$ cat config.mk
export PLATFORM = sky130hd
export DESIGN_NAME = sqb_ctrl
export DESIGN_NICKNAME = d
export VERILOG_FILES = /design/src/sv/sqb_pkg.sv /design/src/sv/sqb_ctrl.sv
export SDC_FILE = /design/constraint.sdc
export NUM_CORES = 1
export LEC_CHECK = 0
export BUFFER_PORTS_ARGS = -buffer_cell sky130_fd_sc_hd__buf_2
export CAP_MARGIN = 40
export CORE_AREA = 2 2 39 41
export CTS_CLUSTER_DIAMETER = 40
export DETAILED_ROUTE_END_ITERATION = 6
export DIE_AREA = 0 0 41 43
export PLACE_DENSITY = 0.45
export SYNTH_ARGS = -nofsm -noshare
export SYNTH_HDL_FRONTEND = slang
export SYNTH_SLANG_ARGS = --single-unit
$ cat constraint.sdc
create_clock -name i_clk -period 2.4 [get_ports i_clk]
set_input_delay 0.48 -clock i_clk [delete_from_list [all_inputs] [get_ports i_clk]]
set_output_delay 0.48 -clock i_clk [all_outputs]
set_load 0.01 [all_outputs]
$ cat src/sv/sqb_pkg.sv
package sqb_pkg;

    typedef enum logic [3:0] {
        t_ST_IDLE,
        t_ST_LOOKUP,
        t_ST_PIVOT,
        t_ST_SINE,
        t_ST_EMIT
    } t_state;

    typedef struct packed {
        logic load;
        logic flush;
        logic lookup_clr;
        logic lookup_step;
        logic alloc;
        logic pivot;
        logic sine_step;
        logic emit_load;
    } t_cmd;

    typedef struct packed {
        logic need_flush;
        logic lookup_done;
        logic found;
        logic sine_done;
        logic out_busy;
        logic last_corner;
        logic out_take;
    } t_status;

endpackage

$ cat src/sv/sqb_ctrl.sv
module sqb_ctrl (
    input  logic              i_clk,
    input  logic              i_rst_n,
    input  logic              i_valid,
    output logic              o_stall,
    input  sqb_pkg::t_status  i_sts,
    output sqb_pkg::t_cmd     o_cmd
);

    sqb_pkg::t_state r_state, n_state;

    always_ff @(posedge i_clk) begin
        if (!i_rst_n) begin
            r_state <= sqb_pkg::t_ST_IDLE;
        end else begin
            r_state <= n_state;
        end
    end

    always_comb begin
        n_state = r_state;
        o_cmd   = '0;
        o_stall = 1'b1;
        case (r_state)
            sqb_pkg::t_ST_IDLE: begin
                o_stall = 1'b0;
                if (i_valid) begin
                    o_cmd.load       = 1'b1;
                    o_cmd.lookup_clr = 1'b1;
                    n_state          = sqb_pkg::t_ST_LOOKUP;
                end
            end
            sqb_pkg::t_ST_LOOKUP: begin
                if (i_sts.need_flush) begin
                    o_cmd.flush = 1'b1;
                end else if (i_sts.found || i_sts.lookup_done) begin
                    o_cmd.alloc = 1'b1;
                    n_state     = sqb_pkg::t_ST_PIVOT;
                end else begin
                    o_cmd.lookup_step = 1'b1;
                end
            end
            sqb_pkg::t_ST_PIVOT: begin
                o_cmd.pivot = 1'b1;
                n_state     = sqb_pkg::t_ST_SINE;
            end
            sqb_pkg::t_ST_SINE: begin
                if (i_sts.sine_done) begin
                    if (!i_sts.out_busy) begin
                        o_cmd.emit_load = 1'b1;
                        n_state         = sqb_pkg::t_ST_EMIT;
                    end
                end else begin
                    o_cmd.sine_step = 1'b1;
                end
            end
            sqb_pkg::t_ST_EMIT: begin
                if (i_sts.out_take && i_sts.last_corner) begin
                    n_state = sqb_pkg::t_ST_IDLE;
                end
            end
            default: n_state = sqb_pkg::t_ST_IDLE;
        endcase
    end

endmodule

==> results.toml <==
[pwr]
peakVddDrop_mv = 0.279
power_density_nw_per_um2 = 581
p_leak_nw = 0.194
p_total_mw = 0.226
combinationalPowerShare_pct = 31.9
share_seq_of_total_power_pct = 28.9
p_int_mw = 0.153
switching_power_mw = 0.0726
sw_frac_of_total_pct = 32.1
power_frac_clock_pct = 39.2

[synth]
syn_inst = 35
synth.mux.area_fraction_pct = 0
synth_cell_types = 23
yosysSeqAreaShare_pct = 22.6
synth_top_family_by_area = "simple AND/OR/NAND/NOR gates"
synth-compound-area-share_pct = 19.3
synth_xor_area_share_pct = 0
synth_area_um2 = 265
ys_ff_latch = 3
yosysWarnings = 0
yosys.area_share.simple_pct = 45.3
syn_nets = 45
synthAdderAreaFrac_pct = 0
avgSynthCellArea_um2 = 7.58

[routing]
routed_wl_um = 627
ant_nets = 0
drtIter0Drc = 6
drc = 0
routedWlPerCell_um = 8.83
dr.pass1.iters = 3
viasPerCell = 4.34
vias = 308

[critical_path]
path_max_fanout = 8
critical_path_class = "flop to output port"
critPathCaptureType = "output port"
crit_required_ns = 1.92
cp_data_arrival_time_ns = 1.24
start_kind = "flop"

[cts]
hold_buffers = 0
clock_latency_ns = 0.23
numCtsBuffers = 3
clockRootBuffer = "clkbuf_4"
cts-resized-gates = 0
clockBufferDepth = 2
post_cts_buffers = 0
tritoncts = "done"
htreeDepth = 1
cts_sinks = 3
clkTransAtPathRegs_ns = 0.04

[timing]
setup_violations = 0
max_freq_mhz = 580
fin_crit_sh_pct = 71.8
finalWorstSetupSlack_ns = 0.676
tightest_slew_ns = 0.334
hold_viol = 0
rsz0062_at_grt = "no"
finalMaxSlewViolations = 0
slew_headroom_pct = 77.7
holdWs_ns = 0.493
finalCriticalPeriod_ns = 1.72
finClkSkew_ns = 0.00303
finalSetupTns_ns = 0

[cells_and_area]
antenna_cells = 0
nNetsFinal = 66
largest-register = "r_state"
fin_cells = 71
largest_reg_flops = 3
areaGrowthSynthToFinish_pct = 46.7
finish.utilization_pct = 28.1
drive_gt1_share_pct = 45.5
reg_top3 = "r_state (3)"
final_area_um2 = 389

[die]
die_h_um = 43
coreArea_um2 = 1380
die_w_um = 41
std_cell_rows = 14
die_area_um2 = 1760
io_pins = 19
start_util_pct = 19.2

[place]
placed_cell_area_um2 = 363
gp_congestion = 0.692
place_inst = 67
hpwl_um = 470
post-place-ws_ns = 0.910
portBuffers = 18

[global_routing]
antenna_found_initial = 0
grtUsageTotal_pct = 8.43
grt_pass1_wl_um = 959
grt_pass1_vias = 241
grt_max_degree = 12
gr-total-overflow = 0

[run]
max_cap_violations = 0

[outcome]
status = "complete, no violations"

[worst_hold_path]
worstHoldPathType = "input pin to flop"
-- layer usage --
metal | share of wire (%) | global-route usage, % | routed length (um)
met3 | 13 | 7.85 | 80
met2 | 42 | 10.3 | 263
met1 | 45 | 10.6 | 284
met5 | 0 | 0 | 0
met4 | 0 | 2.00 | 0
-- placed cells by master (no fill, tap or decap), types with 2 or more instances in the layout --
master and instances:
buf_2 18, clkbuf_4 3, nor2b_1 3, nand2_1 2
dfxtp_1 3, and3_1 2, nor2_1 7
-- critical path, stage by stage (launching register included) --
cell,delay [ns]
dfxtp_1,0.38
or3_1,0.38
nor2_1,0.11
buf_2,0.14
-- synth_stat cells --
cell type	n	area, um^2
inv_1	1	3.75
nand2b_1	1	6.26
nand3_1	1	5.00
o211ai_1	1	7.51
dfxtp_1	3	60.1
o21a_1	1	7.51
nor2_1	7	26.3
nand3_2	1	10.0
or3_1	1	6.26
a221oi_2	1	15.0
a21oi_1	1	5.00
nor2b_2	1	8.76
nand2_1	2	7.51
nor3b_1	1	7.51
and3_1	2	12.5
nor4_1	1	6.26
nor2b_1	3	18.8
a211oi_1	1	7.51
nor3_1	1	5.00
bufinv_8	1	17.5
buf_2	1	5.00
a32oi_1	1	8.76
buf_4	1	7.51
-- layout make-up --
class | count | area [um^2]
flip-flops and latches | 3 | 60.1
repair buffers | 18 | 90.1
fillers | 164 | 995
inverters | 2 | 21.3
multi-input cells | 28 | 171
clock buffers | 4 | 26.3
well taps | 16 | 20.0
-- power by group through the flow --
stage	logic, mW	registers, mW	clock network, mW
floorplan	0.0548	0.0595	0
global placement	0.0731	0.0663	0
detailed placement	0.0724	0.0663	0
CTS	0.0732	0.0652	0.0937
global route	0.0814	0.0669	0.103
finish	0.0722	0.0653	0.0885
-- final timing paths --
kind	startpoint	slack, ns	end	cells past startpoint
max	r_state[2]$_SDFFE_PN0P_	0.68	o_cmd[5]	3
min	i_rst_n	0.49	r_state[2]$_SDFFE_PN0P_	2
max reg2reg	r_state[1]$_SDFFE_PN0P_	1.36	r_state[0]$_SDFFE_PN0P_	3
min reg2reg	r_state[1]$_SDFFE_PN0P_	0.59	r_state[1]$_SDFFE_PN0P_	2
-- logic make-up (layout without fill, tap and decap cells) --
group | Yosys count | count (layout)
AOI/OAI and AO/OA | 6 | 6
buffers and inverters | 4 | 24
DFF | 3 | 3
and+or+nand+nor | 22 | 22
(Power assumes the default switching activity.)
